File: config.mk
export PLATFORM = sky130hd
export DESIGN_NAME = dirty_rectangle_merger
export DESIGN_NICKNAME = d
export VERILOG_FILES = /design/src/drm_pkg.sv /design/src/drm_ctrl.sv /design/src/drm_datapath.sv /design/src/dirty_rectangle_merger.sv
export SDC_FILE = /design/constraint.sdc
export NUM_CORES = 2
export LEC_CHECK = 0
export BUFFER_PORTS_ARGS = -buffer_cell sky130_fd_sc_hd__buf_4
export CAP_MARGIN = 40
export CORE_ASPECT_RATIO = 0.75
export CORE_UTILIZATION = 25
export DETAILED_ROUTE_END_ITERATION = 8
export GPL_TIMING_DRIVEN = 0
export HOLD_SLACK_MARGIN = 0.03
export SLEW_MARGIN = 20
export SYNTH_ARGS = -nofsm -noshare
export SYNTH_HDL_FRONTEND = slang
export SYNTH_HIERARCHICAL = 1
export SYNTH_SLANG_ARGS = --single-unit
File: constraint.sdc
create_clock -name clk -period 5.6 [get_ports clk]
set_clock_uncertainty 0.2 [all_clocks]
set_input_delay 1.12 -clock clk [delete_from_list [all_inputs] [get_ports clk]]
set_output_delay 1.12 -clock clk [all_outputs]
set_load 0.05 [all_outputs]
File: src/drm_pkg.sv
// drm_pkg: shared types and codes for the dirty rectangle merger
// transaction payload structs, command codes, controller/datapath interface structs
// no dependencies
package drm_pkg;

    // command codes carried by an input transaction
    localparam logic [1:0] CMD_CLEAR = 2'd0;
    localparam logic [1:0] CMD_ADD   = 2'd1;
    localparam logic [1:0] CMD_READ  = 2'd2;

    // field width of the result count, and the internal coordinate width
    localparam int COUNT_OUT_W = 5;
    localparam int COORD_W     = 18;

    typedef logic signed [COORD_W-1:0] drm_coord_t;

    // input transaction
    typedef struct packed {
        logic        [1:0]  command;
        logic signed [15:0] rect_x;
        logic signed [15:0] rect_y;
        logic signed [15:0] rect_width;
        logic signed [15:0] rect_height;
    } drm_cmd_item_t;

    // result transaction
    typedef struct packed {
        logic signed [15:0]            region_x;
        logic signed [15:0]            region_y;
        logic        [16:0]            region_width;
        logic        [16:0]            region_height;
        logic                          region_valid;
        logic                          repaint_whole;
        logic        [COUNT_OUT_W-1:0] region_count;
        logic                          last;
    } drm_res_item_t;

    // controller to datapath commands
    typedef struct packed {
        logic load_item;
        logic clear_table;
        logic idx_clear;
        logic idx_inc;
        logic rd_scan;
        logic rd_tail;
        logic merge;
        logic move_wr;
        logic append;
        logic overflow;
        logic out_status;
        logic out_region;
    } drm_ctl_t;

    // datapath to controller status
    typedef struct packed {
        logic [1:0] cmd;
        logic       add_ok;
        logic       count_zero;
        logic       idx_at_end;
        logic       idx_last;
        logic       hit;
        logic       table_full;
        logic       out_free;
    } drm_sts_t;

endpackage

File: src/drm_ctrl.sv
// drm_ctrl: sequencing state machine for the dirty rectangle merger
// drives datapath commands from datapath status
// depends on drm_pkg
module drm_ctrl
    import drm_pkg::*;
(
    input  logic     clk,
    input  logic     rst_n,
    input  logic     cmd_valid,
    output logic     cmd_stall,
    input  drm_sts_t sts,
    output drm_ctl_t ctl
);

    typedef enum logic [3:0] {
        S_IDLE,
        S_DISPATCH,
        S_SCAN_ADDR,
        S_SCAN_CMP,
        S_MOVE,
        S_FINISH,
        S_STATUS,
        S_LIST_ADDR,
        S_LIST_LOAD
    } state_t;

    state_t state_reg;
    state_t state_next;

    // state register
    always_ff @(posedge clk or negedge rst_n)
    begin
        if (!rst_n)
        begin
            state_reg <= S_IDLE;
        end
        else
        begin
            state_reg <= state_next;
        end
    end

    // only take a new transaction when no work is pending
    assign cmd_stall = (state_reg != S_IDLE);

    // next state and command decode
    always_comb
    begin
        state_next = state_reg;
        ctl        = '0;
        case (state_reg)
            S_IDLE:
            begin
                if (cmd_valid)
                begin
                    ctl.load_item = 1'b1;
                    state_next    = S_DISPATCH;
                end
            end
            S_DISPATCH:
            begin
                case (sts.cmd)
                    CMD_CLEAR:
                    begin
                        ctl.clear_table = 1'b1;
                        state_next      = S_STATUS;
                    end
                    CMD_ADD:
                    begin
                        if (sts.add_ok)
                        begin
                            ctl.idx_clear = 1'b1;
                            state_next    = S_SCAN_ADDR;
                        end
                        else
                        begin
                            state_next = S_STATUS;
                        end
                    end
                    CMD_READ:
                    begin
                        if (!sts.count_zero)
                        begin
                            ctl.idx_clear = 1'b1;
                            state_next    = S_LIST_ADDR;
                        end
                        else
                        begin
                            state_next = S_STATUS;
                        end
                    end
                    default:
                    begin
                        state_next = S_STATUS;
                    end
                endcase
            end
            S_SCAN_ADDR:
            begin
                if (sts.idx_at_end)
                begin
                    state_next = S_FINISH;
                end
                else
                begin
                    ctl.rd_scan = 1'b1;
                    state_next  = S_SCAN_CMP;
                end
            end
            S_SCAN_CMP:
            begin
                // on a hit, absorb the entry and fetch the tail to fill its slot
                if (sts.hit)
                begin
                    ctl.merge   = 1'b1;
                    ctl.rd_tail = 1'b1;
                    state_next  = S_MOVE;
                end
                else
                begin
                    ctl.idx_inc = 1'b1;
                    state_next  = S_SCAN_ADDR;
                end
            end
            S_MOVE:
            begin
                ctl.move_wr   = 1'b1;
                ctl.idx_clear = 1'b1;
                state_next    = S_SCAN_ADDR;
            end
            S_FINISH:
            begin
                if (sts.table_full)
                begin
                    ctl.overflow = 1'b1;
                end
                else
                begin
                    ctl.append = 1'b1;
                end
                state_next = S_STATUS;
            end
            S_STATUS:
            begin
                if (sts.out_free)
                begin
                    ctl.out_status = 1'b1;
                    state_next     = S_IDLE;
                end
            end
            S_LIST_ADDR:
            begin
                ctl.rd_scan = 1'b1;
                state_next  = S_LIST_LOAD;
            end
            S_LIST_LOAD:
            begin
                if (sts.out_free)
                begin
                    ctl.out_region = 1'b1;
                    if (sts.idx_last)
                    begin
                        state_next = S_IDLE;
                    end
                    else
                    begin
                        ctl.idx_inc = 1'b1;
                        state_next  = S_LIST_ADDR;
                    end
                end
            end
            default:
            begin
                state_next = S_IDLE;
            end
        endcase
    end

endmodule

File: src/drm_datapath.sv
// drm_datapath: region table memory, working rectangle, compare and result register
// executes commands from drm_ctrl and reports status back
// depends on drm_pkg
module drm_datapath
    import drm_pkg::*;
#(
    parameter int MAX_REGIONS = 16
)
(
    input  logic          clk,
    input  logic          rst_n,
    input  drm_cmd_item_t cmd_item,
    input  drm_ctl_t      ctl,
    output drm_sts_t      sts,
    output logic          res_valid,
    input  logic          res_stall,
    output drm_res_item_t res_item
);

    localparam int CW    = $clog2(MAX_REGIONS + 1);
    localparam int AW    = (MAX_REGIONS > 1) ? $clog2(MAX_REGIONS) : 1;

    typedef struct packed {
        drm_coord_t left;
        drm_coord_t top;
        drm_coord_t right;
        drm_coord_t bottom;
    } rect_t;

    // region table
    rect_t mem [MAX_REGIONS];

    logic [1:0]    cmd_reg;
    logic          nonempty_reg;
    rect_t         rect_reg;
    rect_t         rect_next;
    rect_t         rd_data_reg;
    logic [CW-1:0] count_reg;
    logic [CW-1:0] count_next;
    logic          repaint_reg;
    logic          repaint_next;
    logic [CW-1:0] idx_reg;
    logic [CW-1:0] idx_next;
    logic [CW-1:0] idx_plus;
    logic [CW-1:0] tail;
    logic [AW-1:0] rd_addr;
    logic          res_valid_reg;
    drm_res_item_t res_reg;
    drm_res_item_t res_next;
    drm_coord_t    in_x;
    drm_coord_t    in_y;
    drm_coord_t    in_w;
    drm_coord_t    in_h;
    drm_coord_t    diff_w;
    drm_coord_t    diff_h;
    logic          hit;

    // sign-extended input rectangle
    assign in_x = {{(COORD_W-16){cmd_item.rect_x[15]}}, cmd_item.rect_x};
    assign in_y = {{(COORD_W-16){cmd_item.rect_y[15]}}, cmd_item.rect_y};
    assign in_w = {{(COORD_W-16){cmd_item.rect_width[15]}}, cmd_item.rect_width};
    assign in_h = {{(COORD_W-16){cmd_item.rect_height[15]}}, cmd_item.rect_height};

    assign idx_plus = idx_reg + CW'(1);
    assign tail     = count_reg - CW'(1);
    assign rd_addr  = ctl.rd_tail ? tail[AW-1:0] : idx_reg[AW-1:0];

    // touch or overlap test, edges inclusive
    assign hit = (rd_data_reg.left <= rect_reg.right) && (rect_reg.left <= rd_data_reg.right) &&
                 (rd_data_reg.top <= rect_reg.bottom) && (rect_reg.top <= rd_data_reg.bottom);

    // working rectangle next value
    always_comb
    begin
        rect_next = rect_reg;
        if (ctl.load_item)
        begin
            rect_next.left   = in_x;
            rect_next.top    = in_y;
            rect_next.right  = in_x + in_w;
            rect_next.bottom = in_y + in_h;
        end
        else if (ctl.merge)
        begin
            if (rd_data_reg.left < rect_reg.left)
            begin
                rect_next.left = rd_data_reg.left;
            end
            if (rd_data_reg.top < rect_reg.top)
            begin
                rect_next.top = rd_data_reg.top;
            end
            if (rd_data_reg.right > rect_reg.right)
            begin
                rect_next.right = rd_data_reg.right;
            end
            if (rd_data_reg.bottom > rect_reg.bottom)
            begin
                rect_next.bottom = rd_data_reg.bottom;
            end
        end
    end

    // table count, repaint flag and scan index next values
    always_comb
    begin
        count_next   = count_reg;
        repaint_next = repaint_reg;
        idx_next     = idx_reg;
        if (ctl.clear_table)
        begin
            count_next   = '0;
            repaint_next = 1'b0;
        end
        else if (ctl.merge)
        begin
            count_next = tail;
        end
        else if (ctl.append)
        begin
            count_next = count_reg + CW'(1);
        end
        else if (ctl.overflow)
        begin
            count_next   = '0;
            repaint_next = 1'b1;
        end
        if (ctl.idx_clear)
        begin
            idx_next = '0;
        end
        else if (ctl.idx_inc)
        begin
            idx_next = idx_plus;
        end
    end

    // control state
    always_ff @(posedge clk or negedge rst_n)
    begin
        if (!rst_n)
        begin
            count_reg     <= '0;
            repaint_reg   <= 1'b0;
            idx_reg       <= '0;
            res_valid_reg <= 1'b0;
        end
        else
        begin
            count_reg   <= count_next;
            repaint_reg <= repaint_next;
            idx_reg     <= idx_next;
            if (ctl.out_status || ctl.out_region)
            begin
                res_valid_reg <= 1'b1;
            end
            else if (!res_stall)
            begin
                res_valid_reg <= 1'b0;
            end
        end
    end

    // item and working registers
    always_ff @(posedge clk)
    begin
        rect_reg <= rect_next;
        if (ctl.load_item)
        begin
            cmd_reg      <= cmd_item.command;
            nonempty_reg <= !cmd_item.rect_width[15] && (cmd_item.rect_width != '0) &&
                            !cmd_item.rect_height[15] && (cmd_item.rect_height != '0);
        end
    end

    // table memory: one write port, one registered read port
    always_ff @(posedge clk)
    begin
        if (ctl.move_wr)
        begin
            mem[idx_reg[AW-1:0]] <= rd_data_reg;
        end
        else if (ctl.append)
        begin
            mem[count_reg[AW-1:0]] <= rect_reg;
        end
        if (ctl.rd_scan || ctl.rd_tail)
        begin
            rd_data_reg <= mem[rd_addr];
        end
    end

    assign diff_w = rd_data_reg.right - rd_data_reg.left;
    assign diff_h = rd_data_reg.bottom - rd_data_reg.top;

    // result register next value
    always_comb
    begin
        res_next = res_reg;
        if (ctl.out_status)
        begin
            res_next               = '0;
            res_next.repaint_whole = repaint_reg;
            res_next.region_count  = COUNT_OUT_W'(count_reg);
            res_next.last          = 1'b1;
        end
        else if (ctl.out_region)
        begin
            res_next.region_x      = rd_data_reg.left[15:0];
            res_next.region_y      = rd_data_reg.top[15:0];
            res_next.region_width  = diff_w[16:0];
            res_next.region_height = diff_h[16:0];
            res_next.region_valid  = 1'b1;
            res_next.repaint_whole = repaint_reg;
            res_next.region_count  = COUNT_OUT_W'(count_reg);
            res_next.last          = (idx_plus == count_reg);
        end
    end

    // result register
    always_ff @(posedge clk)
    begin
        res_reg <= res_next;
    end

    assign res_valid = res_valid_reg;
    assign res_item  = res_reg;

    // status to controller
    always_comb
    begin
        sts.cmd        = cmd_reg;
        sts.add_ok     = nonempty_reg && !repaint_reg;
        sts.count_zero = (count_reg == '0);
        sts.idx_at_end = (idx_reg >= count_reg);
        sts.idx_last   = (idx_plus == count_reg);
        sts.hit        = hit;
        sts.table_full = (count_reg >= CW'(MAX_REGIONS));
        sts.out_free   = !res_valid_reg || !res_stall;
    end

endmodule

File: src/dirty_rectangle_merger.sv
// dirty_rectangle_merger: top level of the dirty rectangle merger
// instantiates drm_ctrl and drm_datapath; depends on drm_pkg
//
// Keeps a table of up to MAX_REGIONS dirty rectangles. One transaction is
// worked on at a time; the next one is taken in the cycle after its
// predecessor has placed its last result in the output register. A clear,
// an ignored add or an unused command goes from acceptance through dispatch
// to its status result. A read fetches and outputs each stored region in turn.
// An add scans the table, which has one read port: each entry is read and
// then compared; a merge moves the tail entry into the merged slot and the
// scan then restarts at entry 0; at the end the rectangle is appended, or the
// table overflows. A stalled result port holds the block in its output step
// while the stall lasts. Every command gives one status result, except a read of
// a non-empty table, which gives one result per region with last on the final one.
module dirty_rectangle_merger
    import drm_pkg::*;
#(
    parameter int MAX_REGIONS = 16
)
(
    input  logic          clk,
    input  logic          rst_n,
    input  logic          cmd_valid,
    output logic          cmd_stall,
    input  drm_cmd_item_t cmd_item,
    output logic          res_valid,
    input  logic          res_stall,
    output drm_res_item_t res_item
);

    drm_ctl_t ctl;
    drm_sts_t sts;

    // sequencing
    drm_ctrl u_ctrl (
        .clk       (clk),
        .rst_n     (rst_n),
        .cmd_valid (cmd_valid),
        .cmd_stall (cmd_stall),
        .sts       (sts),
        .ctl       (ctl)
    );

    // table and result datapath
    drm_datapath #(
        .MAX_REGIONS (MAX_REGIONS)
    ) u_datapath (
        .clk       (clk),
        .rst_n     (rst_n),
        .cmd_item  (cmd_item),
        .ctl       (ctl),
        .sts       (sts),
        .res_valid (res_valid),
        .res_stall (res_stall),
        .res_item  (res_item)
    );

    // one transaction in work at a time
    a_busy_after_accept: assert property (@(posedge clk) disable iff (!rst_n)
        (cmd_valid && !cmd_stall) |=> cmd_stall)
        else $error("new transaction taken while previous still in work");

    // a merge only happens against a non-empty table
    a_merge_nonempty: assert property (@(posedge clk) disable iff (!rst_n)
        ctl.merge |-> !sts.count_zero)
        else $error("merge issued on empty table");

    // append never goes past the table depth
    a_append_room: assert property (@(posedge clk) disable iff (!rst_n)
        ctl.append |-> !sts.table_full)
        else $error("append into full table");

    // a status result is always the final result of its transaction
    a_status_last: assert property (@(posedge clk) disable iff (!rst_n)
        (res_valid && !res_item.region_valid) |-> res_item.last)
        else $error("status result without last");

endmodule

; Yosys cells after proc, flatten, opt, wreduce, memory -nomap -nowiden
; Memories as Yosys holds them, arrays and structs flattened. A register that Yosys moved wholly into a read port is not among the register bits.
; Cells that the tools add are included.
[word_totals]
memories = 1
elab_cells = 153
regBits = 165
ramBits = 1152
[mem_list]
columns = memory, words, width, read_ports, rd_clocked_by_memory_dff, wr, line_no
row1 = u_datapath.mem, 16, 72, 1, 1, 1, drm_datapath.sv:31  ; rect_t mem [MAX_REGIONS];
[classes]
muxes = 62
addsub = 7
order_cmp = 10
n_eq_ne = 17
n_reduce_logical = 37
[op_table]
columns = operator, count
row1 = $mux 72, 3
row2 = $le 18x18->1, 4
row3 = $mux 18, 4
row4 = $reduce_or 72->1, 1
row5 = $gt 18x18->1, 2
row6 = $lt 18x18->1, 2
row7 = $pmux 4 s9, 1
row8 = $add 16x16->17, 2
row9 = $sub 17x17->17, 2
row10 = $reduce_bool 16->1, 2
row11 = $mux 5, 6
row12 = $mux 1, 29
row13 = $mux 4, 5
row14 = $eq 4x3->1 const B, 4
row15 = $reduce_bool 2->1, 8
row16 = $mux 7, 2
row17 = $mux 3, 4
row18 = $add 5x1->5 const B, 2
row19 = $eq 4x2->1 const B, 2
row20 = $pmux 1 s2, 4
row21 = $pmux 4 s2, 1
row22 = $reduce_and 2->1, 4
row23 = $reduce_bool 4->1, 2
row24 = $logic_and 1x1->1, 7
row25 = other kinds (17), 30

; Logic depth before layout (Yosys ltp)
[depth]
ltp_word = 8
mapped_depth = 22

; Cells and area by module
; The synthesis kept the hierarchy.
[by_module_without_submodules]
columns = mod, n_inst, cells_each, area_each_um2
row1 = drm_datapath, 1, 3568, 59868.7
row2 = drm_ctrl, 1, 67, 513.0

; Worst setup path after synthesis
; Ideal clock, no wire load.
[synth_path]
path_kind = register to register
from = register u_ctrl.state_reg[2]
to = memory u_datapath/mem[0][0] (netlist name), enable pin
stages_incl_launch_ff = 10
path_buffers = 3
t_required_ns = 4.897
path_slack_ns = 0.125
period_less_slack_ns = 5.475
arrival_ns = 4.772
cell_sequence = dfrtp_1 -> buf_4 -> nand2_1 -> nor3_1 -> nor2b_1 -> clkbuf_1 -> clkbuf_1 -> nor3_1 -> a21oi_1 -> nor2_1
[synth_lines]
columns = element, line_no
row1 = "start, declared", drm_ctrl.sv:27  ; state_t state_reg;
row2 = "start signal, assigned", drm_ctrl.sv:39  ; state_reg <= state_next;
row3 = "end, declared", drm_datapath.sv:31

==> impl_metrics.yaml <==
sta:
  slew_headroom: 0.2789
  hold_violations: 0
  period_share: 1.009
  fin_crit_ps: 5650
  maxSlewViolCount: 0
  fmax_mhz: 177.0
  finalSetupViolations: 7
  fin_ws_ps: -49.59
  worstMarginPinSlew_ps: 1082
  setup_tns_ps: -106.8
critical_path:
  r2r_start: "u_datapath/rd_data_reg[63]"
  r2r_setup_slack_ps: -50
  crit_chain: "ha_1 > nand4_1 > a21oi_1 > o31ai_1 > nand4_1 > mux2i_1 > a211oi_4 > buf_6 > and4_4 > buf_12 > nand2_2 > o21ai_2 > buf_12 > buf_12 > buf_16 > clkbuf_16 > mux4_2 > nor2b_1 > a211oi_2 > a21oi_1"
  worst-path-buf-inv: 6
  critPathArrivalTime_ps: 5970
  crit_path_top_delay_cell: "edfxtp_1"
  r2r-end: "u_datapath/rd_data_reg[39]"
  crit_top_cell: "buf_12"
  cp-start-kind: "register"
  path_class: "reg -> reg"
  cp.required_ps: 5920
  slowest_delay_ps: 560
  reg2reg_depth: 20
  cp_max_fo: 8
  crit_family: "compound AO/OA/AOI/OAI gates"
  crit_path_end_kind: "register"
global_route:
  antenna_found_initial: 10
  grt_usage: 0.1526
  grt_start_max_net_pins: 34
  grt_overflow: 0
  grt_pass1_wl_mm: 264.4
  grt_pass1_vias: 34870
logic_synthesis:
  synthCells: 3635
  async_flop_share: 0.01152
  yosys.area.top_type: "edfxtp_1"
  synth_simple_gate_area_frac: 0.04679
  synthAdderAreaFrac: 0.04650
  syn_nets: 3927
  synth_mux_area_frac: 0.1297
  synth_area_leaders: "edfxtp_1 65%, mux4_2 11%, ha_1 4.5%"
  ys.flop_type: "edfxtp_1"
  synth_edf_count: 1305
  syn_area_um2: 60380
  synth_area_per_cell_um2: 16.61
  synth_top_family_by_area: "multiplexers"
  synth_top_area_frac: 0.6490
  synth-compound-area-share: 0.06312
  yosys_warnings: 6
  ys_seq_area_frac: 0.6782
  synth_cell_types: 82
  synth-xor-area-share: 0.009283
  ys_ff_latch: 1389
run_status:
  status: "finished with violations"
  violations: "setup timing"
flow_run:
  maxCapViolations: 0
hold_path:
  hold-path-cell-count: 2
  hold_start: "u_datapath/res_item[40]"
  hold_path.class: "reg -> reg"
  min_to: "u_datapath/res_item[40]"
clocking:
  cts.sinks: 1389
  cts.reportedPaths.clkPinSlew_ps: 70
  clockBufferDepth: 3
  numCtsBuffers: 130
  cts_tree: "yes"
  root_buffer: "clkbuf_16"
  htreeDepth: 4
  clkLatencyLatePin_ps: 780
die:
  start_util: 0.2527
  core_area_um2: 238900
  row_count: 155
  die_area_um2: 243500
  fp.dieH_um: 427.6
  pin_count: 146
  die_x_um: 569.5
drt:
  top_layer: "met4"
  drc: 0
  drt.antenna.violating_nets: 0
  wirelength_met1_mm: 83.10
  routed-via-count: 36530
  routed_via_density: 4.871
  routed_wl_mm: 190.6
  drt_first_pass_iters: 6
  met3_length_mm: 18.54
  wl_per_cell_um: 25.41
  wl_met2_mm: 83.99
  drt_iter0_drc: 4642
cells_and_area:
  fin_area_um2: 74390
  largest_register_ffs: 1152
  final_core_util: 0.3113
  stdcell_count: 7499
  drive_gt1_frac: 0.2563
  fin_nets: 4464
  syn_to_final_growth_pct: 23.19
  layout_common_cells: "1305 x edfxtp_1, 305 x buf_4, 288 x mux4_2"
  final_common_cell: "edfxtp_1"
place:
  dpl.hpwl_mm: 139.2
  gp_congestion: 0.9012
  placedCellCount: 7156
  dpl_cell_area_um2: 68070
  io_buffer_count: 145
power_and_ir_drop:
  vdd_drop_max_uv: 422.1
  total_power_uw: 38110
  power_density_nw_per_um2: 512.4
  p_leak_uw: 0.02523
-- synth_stat cells, types with 68 or more instances --
cell and n:
mux4_2 288, nor2_1 154, ha_1 218, a211oi_1 90
nor2b_1 90, mux2i_1 132, a21oi_1 159, inv_1 177
o21ai_0 184, nand2_1 180, dfxtp_1 68, clkbuf_1 72
edfxtp_1 1305
-- how the worst max path moves through the flow --
stage	startpoint	to	slack [ps]	cells after the start
finish	u_datapath/rd_data_reg[63]	u_datapath/rd_data_reg[39]	-50	20
detailed placement	u_datapath/rd_data_reg[28]	u_datapath/rd_data_reg[4]	-1740	21
CTS	u_datapath/rd_data_reg[11]	u_datapath/rd_data_reg[6]	-8	19
floorplan	u_ctrl/state_reg[2]	u_datapath/mem[0][0]	120	9
global placement	u_ctrl/state_reg[0]	u_datapath/mem[8][30]	-5760	9
global route	u_datapath/rd_data_reg[20]	u_datapath/rd_data_reg[44]	-70	23
-- logic make-up (layout without fill, tap and decap cells) --
kind of cell	count (synthesis)	count (layout)
AND/OR/NAND/NOR	582	582
XOR/XNOR	64	64
adder cells (fa/ha/maj)	222	222
other	0	4
buffers and inverters	349	991
multiplexers	421	421
AO/OA/AOI/OAI	608	608
flip-flops	1389	1389
-- repair_timing --
item	4_1_cts	5_1_grt
endpoints found under the hold margin	16	0
setup buffers	37	46
hold buffers	1	0
pin swaps	6	25
gates cloned	2	8
gates resized for setup	128	89
setup endpoints to repair	144	117
-- layer usage --
layer | vias to the layer above | global-route usage
li1 | 15410 | -
met1 | 19120 | 0.2172
met2 | 1784 | 0.2326
met3 | 219 | 0.03583
met4 | 0 | 0.03986
met5 | - | 0
-- per-stage QoR --
stage / hold slack [ps] / worst slack (ps)
floorplan: 276.5 / 124.8
global placement: 247.7 / -5757
detailed placement: 253.8 / -1744
CTS: 265.0 / -7.570
global route: 281.5 / -70.37
finish: 268.5 / -49.59
-- tightest hold or removal path: cells and delay by family, from the launching register on --
family | cells | cell delay (ps)
flops | 1 | 320
compound gates | 1 | 50
simple gates | 1 | 60
-- layout make-up --
cell class | count | area, um2
multi-input combinational | 1897 | 18450
clock inverter | 67 | 789.5
sequential | 1389 | 40950
fill | 23330 | 164500
timing repair buffer | 407 | 4536
clock buffer | 170 | 3537
antenna | 4 | 10.01
inverter | 178 | 668.1
tap | 3218 | 4026
buffer | 169 | 1423
-- power by group --
part / switching (uW) / leakage, uW / internal [uW]
registers: 725 / 0.0125 / 13800
logic: 8800 / 0.0106 / 5710
clock network: 4070 / 0.00211 / 5050
(Power assumes the default switching activity.)
